--- src/rtl/book_entry_weighted_pick_top_defines.svh ---
// Assertion macros shared by the book entry weighted pick RTL.
`ifndef BOOK_ENTRY_WEIGHTED_PICK_TOP_DEFINES_SVH
`define BOOK_ENTRY_WEIGHTED_PICK_TOP_DEFINES_SVH
`ifndef SYNTHESIS
`define BEWP_ASSERT_IMP(lbl, clk, rst_n, ante, cons) \
  lbl: assert property (@(posedge clk) disable iff (!rst_n) (ante) |-> (cons)) \
    else $error("bewp: same-cycle check failed");
`define BEWP_ASSERT_NXT(lbl, clk, rst_n, ante, cons) \
  lbl: assert property (@(posedge clk) disable iff (!rst_n) (ante) |=> (cons)) \
    else $error("bewp: next-cycle check failed");
`else
`define BEWP_ASSERT_IMP(lbl, clk, rst_n, ante, cons)
`define BEWP_ASSERT_NXT(lbl, clk, rst_n, ante, cons)
`endif
`endif

--- src/rtl/bewp_pkg.sv ---
// Types and constants of the book entry weighted pick block.
package bewp_pkg;

  localparam int unsigned KeyW     = 64;
  localparam int unsigned MoveW    = 16;
  localparam int unsigned WeightW  = 16;
  localparam int unsigned RandW    = 16;
  localparam int unsigned SumW     = 24;

  // key compare runs one digit per cycle
  localparam int unsigned DigitW    = 4;
  localparam int unsigned KeyDigits = KeyW / DigitW;
  localparam int unsigned DigitCntW = $clog2(KeyDigits);

  // serial modulo: one dividend bit per cycle
  localparam int unsigned ModW    = RandW;
  localparam int unsigned ModCntW = $clog2(ModW);

  // saturation point of the weight sum
  localparam int unsigned MaxEntriesPerKey = 256;
  localparam logic [31:0] SumCapRaw = 32'(MaxEntriesPerKey) * 32'd65535;
  localparam logic [SumW-1:0] SumCap =
    (SumCapRaw > 32'h00FF_FFFF) ? {SumW{1'b1}} : SumCapRaw[SumW-1:0];

  typedef struct packed {
    logic               first_of_probe;
    logic [KeyW-1:0]    target_key;
    logic [KeyW-1:0]    entry_key;
    logic [MoveW-1:0]   entry_move;
    logic [WeightW-1:0] entry_weight;
    logic               prefer_best;
    logic [RandW-1:0]   random_value;
  } in_word_t;

  typedef struct packed {
    logic [MoveW-1:0] chosen_move;
    logic             found;
    logic [SumW-1:0]  weight_total;
  } out_word_t;

  typedef struct packed {
    logic            start;
    logic [ModW-1:0] dividend;
    logic [ModW-1:0] divisor;
  } mod_req_t;

  typedef struct packed {
    logic            done;
    logic [ModW-1:0] remainder;
  } mod_rsp_t;

  typedef enum logic [2:0] {
    StIdle,
    StCmp,
    StUpd,
    StMod,
    StEmit
  } state_e;

endpackage

--- src/rtl/bewp_if.sv ---
// Valid/ready channels carrying entry words in and pick words out.
interface bewp_in_if;
  logic                valid;
  logic                ready;
  bewp_pkg::in_word_t  data;
  modport source (output valid, output data, input ready);
  modport sink   (input valid, input data, output ready);
endinterface

interface bewp_out_if;
  logic                valid;
  logic                ready;
  bewp_pkg::out_word_t data;
  modport source (output valid, output data, input ready);
  modport sink   (input valid, input data, output ready);
endinterface

--- src/rtl/bewp_mod_unit.sv ---
// Bit-serial restoring modulo: remainder of a 16-bit dividend by a 16-bit divisor.
module bewp_mod_unit (
  input  logic               clk_i,
  input  logic               rst_ni,
  input  bewp_pkg::mod_req_t req_i,
  output bewp_pkg::mod_rsp_t rsp_o
);

  localparam int unsigned W  = bewp_pkg::ModW;
  localparam int unsigned CW = bewp_pkg::ModCntW;

  logic          busy_q, busy_d;
  logic          done_q, done_d;
  logic [CW-1:0] cnt_q, cnt_d;
  logic [W-1:0]  rem_q, rem_d;
  logic [W-1:0]  dvd_q, dvd_d;
  logic [W-1:0]  div_q, div_d;
  logic [W:0]    trial;

  // one restoring step per busy cycle
  always_comb begin
    busy_d = busy_q;
    done_d = 1'b0;
    cnt_d  = cnt_q;
    rem_d  = rem_q;
    dvd_d  = dvd_q;
    div_d  = div_q;
    trial  = {rem_q, dvd_q[W-1]};
    if (req_i.start) begin
      busy_d = 1'b1;
      cnt_d  = '0;
      rem_d  = '0;
      dvd_d  = req_i.dividend;
      div_d  = req_i.divisor;
    end else if (busy_q) begin
      if (trial >= {1'b0, div_q}) begin
        rem_d = W'(trial - {1'b0, div_q});
      end else begin
        rem_d = trial[W-1:0];
      end
      dvd_d = {dvd_q[W-2:0], 1'b0};
      cnt_d = cnt_q + CW'(1);
      if (cnt_q == CW'(W - 1)) begin
        busy_d = 1'b0;
        done_d = 1'b1;
      end
    end
  end

  always_ff @(posedge clk_i or negedge rst_ni) begin
    if (!rst_ni) begin
      busy_q <= 1'b0;
      done_q <= 1'b0;
      cnt_q  <= '0;
    end else begin
      busy_q <= busy_d;
      done_q <= done_d;
      cnt_q  <= cnt_d;
    end
  end

  // datapath, no reset
  always_ff @(posedge clk_i) begin
    rem_q <= rem_d;
    dvd_q <= dvd_d;
    div_q <= div_d;
  end

  assign rsp_o.done      = done_q;
  assign rsp_o.remainder = rem_q;

endmodule

--- src/rtl/book_entry_weighted_pick_top.sv ---
// Book entry weighted pick: scans a key run and picks one move by weight.
// An ignored word leaves the block idle. A compared word runs a digit-serial key compare;
// a mismatch then emits the pick word, a matching null move returns to idle, and any other
// match takes the update step, in random mode with a serial modulo when the sum is 1..65535.
// One entry word is in flight at a time; the next is taken once the block is idle.
// Reset (rst_ni low, asynchronous) ends any probe and clears max, sum and kept move.
`include "book_entry_weighted_pick_top_defines.svh"

module book_entry_weighted_pick_top (
  input  logic     clk_i,
  input  logic     rst_ni,
  bewp_in_if.sink  in_i,
  bewp_out_if.source out_o
);

  localparam int unsigned KeyW  = bewp_pkg::KeyW;
  localparam int unsigned DW    = bewp_pkg::DigitW;
  localparam int unsigned DCW   = bewp_pkg::DigitCntW;
  localparam int unsigned SumW  = bewp_pkg::SumW;
  localparam int unsigned WW    = bewp_pkg::WeightW;
  localparam int unsigned MW    = bewp_pkg::MoveW;
  localparam int unsigned RW    = bewp_pkg::RandW;
  localparam int unsigned ModW  = bewp_pkg::ModW;

  bewp_pkg::state_e state_q, state_d;

  // control and selection state
  logic             active_q, active_d;
  logic [WW-1:0]    max_q, max_d;
  logic [SumW-1:0]  sum_q, sum_d;
  logic [MW-1:0]    kept_q, kept_d;
  logic [DCW-1:0]   cnt_q, cnt_d;
  logic             mism_q, mism_d;
  logic             out_valid_q, out_valid_d;

  // captured word payload
  logic [KeyW-1:0]  tkey_q, tkey_d;
  logic [KeyW-1:0]  ekey_q, ekey_d;
  logic [MW-1:0]    move_q, move_d;
  logic [WW-1:0]    weight_q, weight_d;
  logic             best_q, best_d;
  logic [RW-1:0]    rnd_q, rnd_d;
  bewp_pkg::out_word_t out_q, out_d;

  logic             in_fire;
  logic             out_load;
  logic             mism_now;
  logic [SumW:0]    sum_ext;
  logic [SumW-1:0]  new_sum;
  logic [WW-1:0]    new_max;

  bewp_pkg::mod_req_t mod_req;
  bewp_pkg::mod_rsp_t mod_rsp;

  bewp_mod_unit u_mod (
    .clk_i  (clk_i),
    .rst_ni (rst_ni),
    .req_i  (mod_req),
    .rsp_o  (mod_rsp)
  );

  assign in_i.ready  = (state_q == bewp_pkg::StIdle);
  assign in_fire     = in_i.valid && in_i.ready;
  assign out_o.valid = out_valid_q;
  assign out_o.data  = out_q;

  // saturating sum and running max for the update step
  assign sum_ext  = {1'b0, sum_q} + (SumW + 1)'(weight_q);
  assign new_sum  = (sum_ext > {1'b0, bewp_pkg::SumCap}) ? bewp_pkg::SumCap
                                                        : sum_ext[SumW-1:0];
  assign new_max  = (weight_q > max_q) ? weight_q : max_q;
  assign mism_now = mism_q || (tkey_q[DW-1:0] != ekey_q[DW-1:0]);

  // sequencer: capture, digit compare, update, modulo, emit
  always_comb begin
    state_d     = state_q;
    active_d    = active_q;
    max_d       = max_q;
    sum_d       = sum_q;
    kept_d      = kept_q;
    cnt_d       = cnt_q;
    mism_d      = mism_q;
    tkey_d      = tkey_q;
    ekey_d      = ekey_q;
    move_d      = move_q;
    weight_d    = weight_q;
    best_d      = best_q;
    rnd_d       = rnd_q;
    out_d       = out_q;
    out_load    = 1'b0;
    mod_req     = '0;
    mod_req.dividend = rnd_q;
    mod_req.divisor  = new_sum[ModW-1:0];

    case (state_q)
      bewp_pkg::StIdle: begin
        if (in_fire) begin
          tkey_d   = in_i.data.target_key;
          ekey_d   = in_i.data.entry_key;
          move_d   = in_i.data.entry_move;
          weight_d = in_i.data.entry_weight;
          best_d   = in_i.data.prefer_best;
          rnd_d    = in_i.data.random_value;
          cnt_d    = '0;
          mism_d   = 1'b0;
          if (in_i.data.first_of_probe) begin
            active_d = 1'b1;
            max_d    = '0;
            sum_d    = '0;
            kept_d   = '0;
          end
          if (in_i.data.first_of_probe || active_q) begin
            state_d = bewp_pkg::StCmp;
          end
        end
      end

      bewp_pkg::StCmp: begin
        mism_d = mism_now;
        tkey_d = tkey_q >> DW;
        ekey_d = ekey_q >> DW;
        cnt_d  = cnt_q + DCW'(1);
        if (cnt_q == DCW'(bewp_pkg::KeyDigits - 1)) begin
          if (mism_now) begin
            state_d = bewp_pkg::StEmit;
          end else if (move_q == '0) begin
            state_d = bewp_pkg::StIdle;
          end else begin
            state_d = bewp_pkg::StUpd;
          end
        end
      end

      bewp_pkg::StUpd: begin
        max_d   = new_max;
        sum_d   = new_sum;
        state_d = bewp_pkg::StIdle;
        if (best_q) begin
          if (weight_q == new_max) begin
            kept_d = move_q;
          end
        end else if (new_sum == '0) begin
          if (kept_q == '0) begin
            kept_d = move_q;
          end
        end else if (new_sum[SumW-1:ModW] != '0) begin
          // sum beyond the random range: remainder is the random value itself
          if (weight_q > rnd_q) begin
            kept_d = move_q;
          end
        end else begin
          mod_req.start = 1'b1;
          state_d       = bewp_pkg::StMod;
        end
      end

      bewp_pkg::StMod: begin
        if (mod_rsp.done) begin
          if (weight_q > mod_rsp.remainder) begin
            kept_d = move_q;
          end
          state_d = bewp_pkg::StIdle;
        end
      end

      bewp_pkg::StEmit: begin
        // wait for a free output register
        if (!out_valid_q || out_o.ready) begin
          out_load           = 1'b1;
          out_d.chosen_move  = kept_q;
          out_d.found        = (kept_q != '0);
          out_d.weight_total = sum_q;
          active_d           = 1'b0;
          state_d            = bewp_pkg::StIdle;
        end
      end

      default: begin
        state_d = bewp_pkg::StIdle;
      end
    endcase

    out_valid_d = out_load || (out_valid_q && !out_o.ready);
  end

  always_ff @(posedge clk_i or negedge rst_ni) begin
    if (!rst_ni) begin
      state_q     <= bewp_pkg::StIdle;
      active_q    <= 1'b0;
      max_q       <= '0;
      sum_q       <= '0;
      kept_q      <= '0;
      cnt_q       <= '0;
      mism_q      <= 1'b0;
      out_valid_q <= 1'b0;
    end else begin
      state_q     <= state_d;
      active_q    <= active_d;
      max_q       <= max_d;
      sum_q       <= sum_d;
      kept_q      <= kept_d;
      cnt_q       <= cnt_d;
      mism_q      <= mism_d;
      out_valid_q <= out_valid_d;
    end
  end

  // payload, no reset
  always_ff @(posedge clk_i) begin
    tkey_q   <= tkey_d;
    ekey_q   <= ekey_d;
    move_q   <= move_d;
    weight_q <= weight_d;
    best_q   <= best_d;
    rnd_q    <= rnd_d;
    out_q    <= out_d;
  end

  // checks
  `BEWP_ASSERT_IMP(a_found_matches_move, clk_i, rst_ni, out_valid_q,
                   out_q.found == (out_q.chosen_move != '0))
  `BEWP_ASSERT_IMP(a_sum_capped, clk_i, rst_ni, 1'b1, sum_q <= bewp_pkg::SumCap)
  `BEWP_ASSERT_IMP(a_mod_done_in_mod, clk_i, rst_ni, mod_rsp.done,
                   state_q == bewp_pkg::StMod)
  `BEWP_ASSERT_NXT(a_emit_ends_probe, clk_i, rst_ni, out_load,
                   out_valid_q && !active_q)

endmodule

--- src/flat_wrapper.sv ---
// flat-port wrapper written by rule: the top's interface ports become plain ports
module book_entry_weighted_pick_top_flat 
  (clk_i, rst_ni, in_i_valid, in_i_data, in_i_ready, out_o_valid, out_o_data, out_o_ready);
  bewp_in_if in_i_i ();
  bewp_out_if out_o_i ();
  input  logic clk_i;
  input  logic rst_ni;
  input wire logic [$bits(in_i_i.valid)-1:0] in_i_valid;
  input wire logic [$bits(in_i_i.data)-1:0] in_i_data;
  output wire logic [$bits(in_i_i.ready)-1:0] in_i_ready;
  output wire logic [$bits(out_o_i.valid)-1:0] out_o_valid;
  output wire logic [$bits(out_o_i.data)-1:0] out_o_data;
  input wire logic [$bits(out_o_i.ready)-1:0] out_o_ready;
  assign in_i_i.valid = in_i_valid;
  assign in_i_i.data = in_i_data;
  assign in_i_ready = in_i_i.ready;
  assign out_o_valid = out_o_i.valid;
  assign out_o_data = out_o_i.data;
  assign out_o_i.ready = out_o_ready;
  book_entry_weighted_pick_top u_core (.clk_i(clk_i), .rst_ni(rst_ni), .in_i(in_i_i), .out_o(out_o_i));
endmodule
--- config.mk ---
export PLATFORM = sky130hd
export DESIGN_NAME = book_entry_weighted_pick_top_flat
export DESIGN_NICKNAME = d
export VERILOG_FILES = /design/src/rtl/bewp_pkg.sv /design/src/rtl/bewp_if.sv /design/src/rtl/bewp_mod_unit.sv /design/src/rtl/book_entry_weighted_pick_top.sv /design/src/flat_wrapper.sv
export VERILOG_INCLUDE_DIRS = /design/src /design/src/rtl
export SDC_FILE = /design/constraint.sdc
export NUM_CORES = 1
export LEC_CHECK = 0
export BUFFER_PORTS_ARGS = -buffer_cell sky130_fd_sc_hd__buf_4
export CAP_MARGIN = 0
export CORE_MARGIN = 2
export CORE_UTILIZATION = 60
export CTS_BUF_LIST = sky130_fd_sc_hd__clkbuf_2 sky130_fd_sc_hd__clkbuf_4 sky130_fd_sc_hd__clkbuf_8
export CTS_CLUSTER_SIZE = 16
export DETAILED_ROUTE_END_ITERATION = 12
export GPL_TIMING_DRIVEN = 1
export PLACE_DENSITY = 0.86
export REMOVE_ABC_BUFFERS = 1
export SYNTH_ARGS = -nofsm -noshare
export SYNTH_HDL_FRONTEND = slang
export SYNTH_HIERARCHICAL = 1
export SYNTH_SLANG_ARGS = --single-unit
--- constraint.sdc ---
create_clock -name clk_i -period 7.1 [get_ports clk_i]
set_input_delay 0.71 -clock clk_i [delete_from_list [all_inputs] [get_ports clk_i]]
set_output_delay 0.71 -clock clk_i [all_outputs]
set_load 0.1 [all_outputs]
# After elaboration in Yosys (flattened, before gate mapping)
# Index checks and enable logic that the tools add are counted.
# op_classes
reduce_logical,26
order_cmp,5
n_addsub,4
eq_ne,19
mux,57
# ops
operator,count
$pmux 64 s2,2
$mux 16,14
$mux 64,2
$mux 24,3
$gt 16x16->1,3
$pmux 16 s3,1
$pmux 24 s2,1
$logic_not 16->1,2
$pmux 16 s2,1
$add 24x16->25,1
$gt 25x24->1 const B,1
$logic_not 24->1,1
$mux 3,8
$ge 17x16->1,1
$eq 16x16->1,1
$mux 1,16
$reduce_bool 16->1,1
$sub 16x16->16,1
$pmux 3 s5,1
$mux 4,3
$reduce_and 9->1,1
$add 4x1->4 const B,2
$eq 4x4->1 const B,2
$ne 2x2->1 const B,4
other kinds (22),38
# word_totals
regBits,338
wordCells,134
input_bits,182

# Logic depth before layout (Yosys ltp)
# Gate-level depths: netlist of run 1.
# logic_depth
word_depth,9
depth_mapped,16
depth_no_buf,15

# Modules after synthesis
# The synthesis of run 1 kept the hierarchy.
# modules_own_cells
mod,seq_area_each_um2,area_per_inst_um2,n_inst,cells_each
book_entry_weighted_pick_top,8197.9,14010.9,1,1298
bewp_mod_unit,1431.4,3085.5,1,290

# Worst setup path after synthesis of run 1
# Ideal clock, no wire load.
# synth_path
path_type,register to register
start,reg u_core.state_q[0]
end,"reg u_core.ekey_q[0], enable pin"
synth_period_minus_slack_ps,7371
path_slack_ps,-271
stages_incl_launch_ff,7
required_ps,6619
n_path_buf,1
arrival_time_ps,6890
path_cell_list,dfrtp_1 -> clkbuf_1 -> nor3_1 -> nand2_1 -> inv_1 -> nor2_1 -> inv_1
# synth_via
elab_chain_len,4
word_cells_on_any_way,6
# synth_rtl
item,line_no,rtl
start: declaration,book_entry_weighted_pick_top.sv:25,"bewp_pkg::state_e state_q, state_d;"
start signal: assignment,book_entry_weighted_pick_top.sv:188,state_q <= bewp_pkg::StIdle;
start signal: assignment,book_entry_weighted_pick_top.sv:197,state_q <= state_d;
$logic_not 3->1 (*),book_entry_weighted_pick_top.sv:62,assign in_i.ready = (state_q == bewp_pkg::StIdle);
net in_i_ready,flat_wrapper.sv:10,output wire logic [$bits(in_i_i.ready)-1:0] in_i_ready;
$logic_and 1x1->1,book_entry_weighted_pick_top.sv:63,assign in_fire = in_i.valid && in_i.ready;
$ne 2x2->1 (no line),--,
$reduce_and 2->1 (no line) (*),--,
end signal: assignment,book_entry_weighted_pick_top.sv:211,ekey_q <= ekey_d;
end: declaration,book_entry_weighted_pick_top.sv:38,"logic [KeyW-1:0] ekey_q, ekey_d;"
# Mark *: on every way through the listed nets, which the timed path passes. The rest lies on a longest branch.
# A chain may end at the register's enable or synchronous reset.

==> metrics, run 1 <==
clock transition at the registers of the reported paths approximately 0.06 ns; CP max stage cell a211oi_1; initial core utilization 61.2%; Slew Limit Fails 0; CTS root buf clkbuf_8; Inserted Diodes 0; crit path time final 4.94 ns; Reg power frac 42.6%; sequence of cells on the critical path ha_1, nand4_1, a211oi_1, o211ai_1, o211ai_1, nand4_1, nor4_1, and3b_2, nor2_1, inv_1; DRC Markers 0; Avg Inst Size Synth ~11 um^2; post-cts sizing count 0; Post-synth EDFFs between 200 and 300; post-synthesis instance total ~1600; Worst setup SP type flip-flop; Final Hold Fails 0; Crit Path Class reg2reg; Placeable Area 27900 um^2; Post-CTS Setup Bufs 0; critical path fanouts, max 16; Min Hold Slack 0.266 ns; Top FF cell, synth edfxtp_1; CTS Hold Bufs 0; Crit path largest cell delay 0.74 ns; RePlAce Congestion 0.932; IO Port Bufs 224; drt total wl between 40 and 50 mm; Worst-Skew Late Latency 0.60 ns; vias in the first global route around 13000; Required @ worst endpoint 7.31 ns; Ports 225; H-tree depth 2; share of layout cells above drive strength 1 between 20% and 30%; pin count of the biggest net entering global routing 97; CTS tree built; CP Depth 10; R2R setup slack 2.16 ns; status completed; maximum VDD drop 0.246 mV; DP HPWL around 30 mm; ys async rst share 21.3%; Syn-to-layout area delta 17.8%; Vias 13100; Sw Share 38.5%; GRT Residual Overflow 0; cell depth of the worst flop-to-flop path 10; CP Data Arrival Time 5.15 ns; clock sink total around 340; Inserted Clock Buffers 55; Rows 61; yosys warns 6; critical path's top delay family simple AND/OR/NAND/NOR gates; Power Internal 4940 uW; Util after Layout 72.1%; Netlist Area Pre-Place 17100 um^2; clk_skew roughly 0.022 ns; power share of the clock group 21.2%; DIE WIDTH between 150 and 200 um; clk buf depth 3; R2R Path Start u_core/weight_q[4]$_DFFE_PP_; fin crit share 69.6%; Rel. slew slack roughly 22%; DR iter-0 viols 1231; post-DR vias/cell 5.84; Tightest Pin Transition 1.16 ns; Die ar. 29900 um^2; commonest non-fill, non-tap cell in the layout nand2_1; Synth cell types 90; gr usage total 28.2%; TritonRoute pass-1 iters 8; final net count just over 2000; HP Class in2async; most frequent cells in the layout nand2_1 (439), edfxtp_1 (250), buf_4 (233); Max-Cap Viols 0; WL/cell 19.3 um; Critical path buffers and inverters 1; R2R Path End u_core/u_mod/dvd_q[5]$_DFFE_PP_; Leak 0.00884 uW; Comb pwr share 36.2%; switching power 3100 uW; Setup violations, final 0; power per cell area between 300 and 400 nW/um^2; die height 173 um; RSZ-0062 raised after global routing no; Filler Cell Count 1982; Final ANT Viol Nets 0; global-route wire length before repair 67.0 mm; #FFs+latches synth approximately 340; register area share after synthesis 56.3%; CP endpoint kind flip-flop; initial antenna violation count 0; fmax approximately 200 MHz
[power groups by stage]
| stage | combinational [uW] | sequential, uW | clock, uW |
|---|---|---|---|
| floorplan | 1880 | 3620 | 0 |
| global placement | 2770 | 3420 | 0 |
| detailed placement | 2860 | 3450 | 0 |
| CTS | 2880 | 3420 | 1730 |
| global route | 3190 | 3480 | 1820 |
| finish | 2910 | 3420 | 1700 |
[routing by layer]
| layer | vias to the layer above | global-route usage, % | wire, um |
|---|---|---|---|
| met2 | 577 | 46.5 | 20500 |
| met3 | 111 | 6.73 | 3800 |
| met5 | - | 0 | 0 |
| met1 | 6258 | 36.9 | 17400 |
| li1 | 6104 | - | - |
| met4 | 0 | 9.36 | 1350 |
[registers in the layout, indices dropped and copies added, names as in the netlist, 24 cells and up]
name and cells:
u_core/tkey_q 64, u_core/sum_q 24, u_core/out_o.data 41, u_core/ekey_q 64
[cells in the mapped netlist, types with 8 or more instances]
library cell    n  share of area [%]
a32o_1          8               0.47
xnor2_1        20                1.0
and2_1         24               0.88
edfxtp_1      250                 44
mux2_2         15               0.99
a22o_1         27                1.4
xor2_1         31                1.6
dfxtp_1        16                1.9
nor3_1         12               0.35
o21ai_1        11               0.32
o21ai_0        46                1.3
a211oi_1       17               0.75
nor2b_1         9               0.33
nor2_1         51                1.1
nand2_1       440                9.7
nand4_1        23               0.84
inv_1          86                1.9
nor4_1         18               0.66
buf_4           8               0.35
a21oi_1        40                1.2
ha_1           82                6.0
nand3_1        33               0.97
dfrtp_1        72                 11
nand2b_1       13               0.48
mux2i_1        18                1.1
clkbuf_1       49                1.1
a21o_1         24                1.1
o211ai_1        9               0.40
[per-stage QoR]
step                      worst slack, ns  setup TNS (ns)  cells  cell area, um^2  power [uW]
after floorplan                    -0.251          -32.11   1520            16800        5500
after global placement               2.42               0   2131            19000        6190
after detailed placement             2.35               0   2131            19000        6310
after CTS                            2.33               0   2235            20100        8030
after global routing                 1.94               0   2235            20100        8480
final                                2.16               0   2235            20100        8030
[logic make-up (layout without fill, tap and decap cells)]
| family | count (synthesis) | in the layout | share of synthesized area [%] |
|---|---|---|---|
| adders and majority gates | 84 | 84 | 6.24 |
| and+or+nand+nor | 669 | 669 | 17.5 |
| AOI/OAI and AO/OA | 259 | 259 | 11.4 |
| buffers and inverters | 154 | 423 | 3.90 |
| xor gates and xnor gates | 51 | 51 | 2.61 |
| muxes | 33 | 33 | 2.04 |
| DFF | 338 | 338 | 56.3 |
[worst max path at each step]
stage                                  start                                  to  slack, ns
2_1_floorplan  u_core/state_q[0]$_DFFE_PN0P_          u_core/ekey_q[0]$_DFFE_PP_      -0.25
3_3_place_gp    u_core/weight_q[5]$_DFFE_PP_  u_core/u_mod/rem_q[4]$_SDFFE_PP0P_       2.42
3_5_place_dp    u_core/weight_q[4]$_DFFE_PP_     u_core/u_mod/dvd_q[1]$_DFFE_PP_       2.35
4_1_cts         u_core/weight_q[4]$_DFFE_PP_     u_core/u_mod/dvd_q[5]$_DFFE_PP_       2.33
5_1_grt         u_core/weight_q[4]$_DFFE_PP_    u_core/u_mod/dvd_q[12]$_DFFE_PP_       1.94
6_report        u_core/weight_q[4]$_DFFE_PP_     u_core/u_mod/dvd_q[5]$_DFFE_PP_       2.16
[cell type report]
| class | count | area, um^2 | share of cell area [%] |
|---|---|---|---|
| inverters | 86 | 325 | 1.62 |
| well taps | 378 | 473 | 2.35 |
| flip-flops and latches | 338 | 9630 | 47.8 |
| multi-input cells | 1096 | 6830 | 33.9 |
| clock buffers | 89 | 1060 | 5.24 |
| repair buffers | 233 | 1750 | 8.69 |
| clock inverters | 15 | 77.6 | 0.385 |
No activity file was read; power rests on OpenSTA's default activity.
==> run 2, diff against run 1 <==
Settings changed: CORE_UTILIZATION 60 to 54, PLACE_DENSITY 0.86 to 0.82.
Clock period 7.1 ns to 4.1 ns, I/O delays scaled along.
==> metrics, run 2 (same netlist as run 1, synthesis figures left out) <==
status completed; global-route wire length before repair 69.8 mm (+4.2%); GRT Residual Overflow 0 (unchanged); final worst setup slack 0.138 ns (-2.02 ns); Rel. slew slack 31.5% (+9.0 points); Slew Limit Fails 0 (unchanged); TritonRoute pass-1 iters 5 (-3); Worst-Skew Late Latency 0.60 ns (about the same); RePlAce Congestion 0.960 (+3.0%); Leak 0.00925 uW (+4.6%); Placeable Area 31400 um^2 (+12%); CTS tree built; clk buf depth 3 (unchanged); post-DR vias/cell 5.66 (-3.0%); CP max stage cell edfxtp_1; Inserted Clock Buffers 54 (-1.8%); Crit path top cell by count nor4_2; Worst setup SP type flip-flop; multi-input logic area 6920 um^2 (+1.4%); DIE WIDTH 182 um (+5.3%); initial core utilization 54.5% (-6.7 points); cell depth of the worst flop-to-flop path 14 (+4); CTS root buf clkbuf_8; sequence of cells on the critical path ha_2, fa_2, a21oi_4, nand3_1, a311o_1, a211o_1, nor4_2, nand4_1, nor4_2, and3b_2, buf_4, nand2b_2, a211oi_2, a221o_1; R2R Path Start u_core/weight_q[0]$_DFFE_PP_; gr usage total 26.9% (-1.3 points); maximum VDD drop 0.502 mV (+100%); most frequent cells in the layout nand2_1 (439), buf_4 (268), edfxtp_1 (250); DR iter-0 viols 1062 (-14%); CP endpoint kind flip-flop; critical path fanouts, max 6 (-10); pin count of the biggest net entering global routing 89 (-8.2%); initial antenna violation count 2 (+2); setup TNS 0 ns (unchanged); commonest non-fill, non-tap cell in the layout nand2_1; final net count 2163 (+4.2%); Final ANT Viol Nets 0 (unchanged); RSZ-0062 raised after global routing yes; Crit Path Class reg2reg; R2R setup slack 0.14 ns (-2.02 ns); Required @ worst endpoint 4.63 ns (-2.68 ns); Setup violations, final 0 (unchanged); Die ar. 33100 um^2 (+11%); Vias 13300 (+1.8%); drt total wl 44.5 mm (+3.4%); share of layout cells above drive strength 1 23.0% (+2.2 points); Max-Cap Viols 0 (unchanged); Crit path largest cell delay 0.41 ns (-0.33 ns); Rows 65 (+6.6%); clock sink total 338 (unchanged); placed cells 2188 (+2.7%); IO Port Bufs 224 (unchanged); die height 182 um (+5.3%); Finished Layout Cells 2346 (+5.0%); Filler Cell Count 2307 (+16%); HP Class in2reg; Util after Layout 67.3% (-4.8 points); power per cell area 674 nW/um^2 (+69%); DP Worst Slack 0.0608 ns (-2.29 ns); CP Data Arrival Time 4.49 ns (-0.66 ns); DP HPWL 31.7 mm (+3.4%); Ports 225 (unchanged); FF/Latch Area 9630 um^2 (unchanged); fin crit share 96.6% (+27 points); clock transition at the registers of the reported paths 0.06 ns (about the same); Tightest Pin Transition 1.03 ns (-0.134 ns); fmax 252 MHz (+25%); Final Hold Fails 0 (unchanged); H-tree depth 2 (unchanged); Min Hold Slack 0.0406 ns (-0.225 ns); Syn-to-layout area delta 23.6%; crit path time final 3.96 ns (-0.979 ns); vias in the first global route 13200 (+2.6%); Setup crit end u_core/u_mod/rem_q[5]$_SDFFE_PP0P_; DRC Markers 0 (unchanged); CP startpoint u_core/weight_q[0]$_DFFE_PP_; cell count of the worst hold path 1; clk_skew 0.0288 ns (+0.00716 ns); WL/cell 19.0 um (-1.5%); R2R Path End u_core/u_mod/rem_q[5]$_SDFFE_PP0P_
[run 2: worst max-delay path: cells and delay by family, from the launching register on]
kind                       cells  cell delay, ns
and+or+nand+nor                6            1.42
adders and majority gates      2            0.62
buffers and inverters          1            0.16
AOI/OAI and AO/OA              5            1.29
DFF                            1            0.41
[run 2: what timing repair did]
action                                 4_1_cts  5_1_grt
setup endpoints to repair                    0       40
endpoints found under the hold margin       65        0
hold buffers                                49        0
gates resized for setup                      0       27
setup buffers                                0        6
[run 2: stage by stage]
| stage | power, uW | instance area [um^2] |
|---|---|---|
| after floorplan | 9530 | 16800 |
| final | 14200 | 21100 |
| after CTS | 14200 | 21000 |
| after global placement | 10800 | 19300 |
| after global routing | 15100 | 21100 |
| after detailed placement | 11000 | 19300 |
[run 2: report_power, final]
group          switching [uW]  leakage, uW  internal (uW)
Sequential                579      0.00354           5310
Combinational            3530      0.00510           1780
Clock                    1340     0.000621           1710
Total                    5440      0.00925           8800
[run 2: worst min-delay path by stage]
stage | startpoint | end | slack, ns
4_1_cts | in_i_data[28] | u_core/weight_q[11]$_DFFE_PP_ | 0.006
3_3_place_gp | u_core/sum_q[0]$_DFFE_PN0P_ | u_core/out_o.data[0]$_DFFE_PP_ | 0.46
3_5_place_dp | u_core/kept_q[10]$_DFFE_PN0P_ | u_core/out_o.data[35]$_DFFE_PP_ | 0.46
2_1_floorplan | rst_ni | u_core/active_q$_DFFE_PN0P_ | 0.11
5_1_grt | in_i_data[28] | u_core/weight_q[11]$_DFFE_PP_ | 0.01
6_report | in_i_data[28] | u_core/weight_q[11]$_DFFE_PP_ | 0.04
[run 2: cell type report]
type                       instances  share of cell area [%]
tap                              402                    2.38
inverter                          86                    1.56
sequential                       338                    45.6
clock inverter                    16                   0.675
antenna                            1                  0.0118
multi-input combinational       1096                    32.8
clock buffer                      86                    4.83
timing repair buffer             321                    12.2
[run 2: layer usage]
metal  part of all wire [%]  global-route usage, %  vias to the layer above
li1                       -                      -                     6293
met1                     42                   35.7                     6308
met2                     47                   44.0                      574
met3                    8.0                   5.74                      108
met4                    3.0                   9.32                        2
met5                  0.016                      0                        -
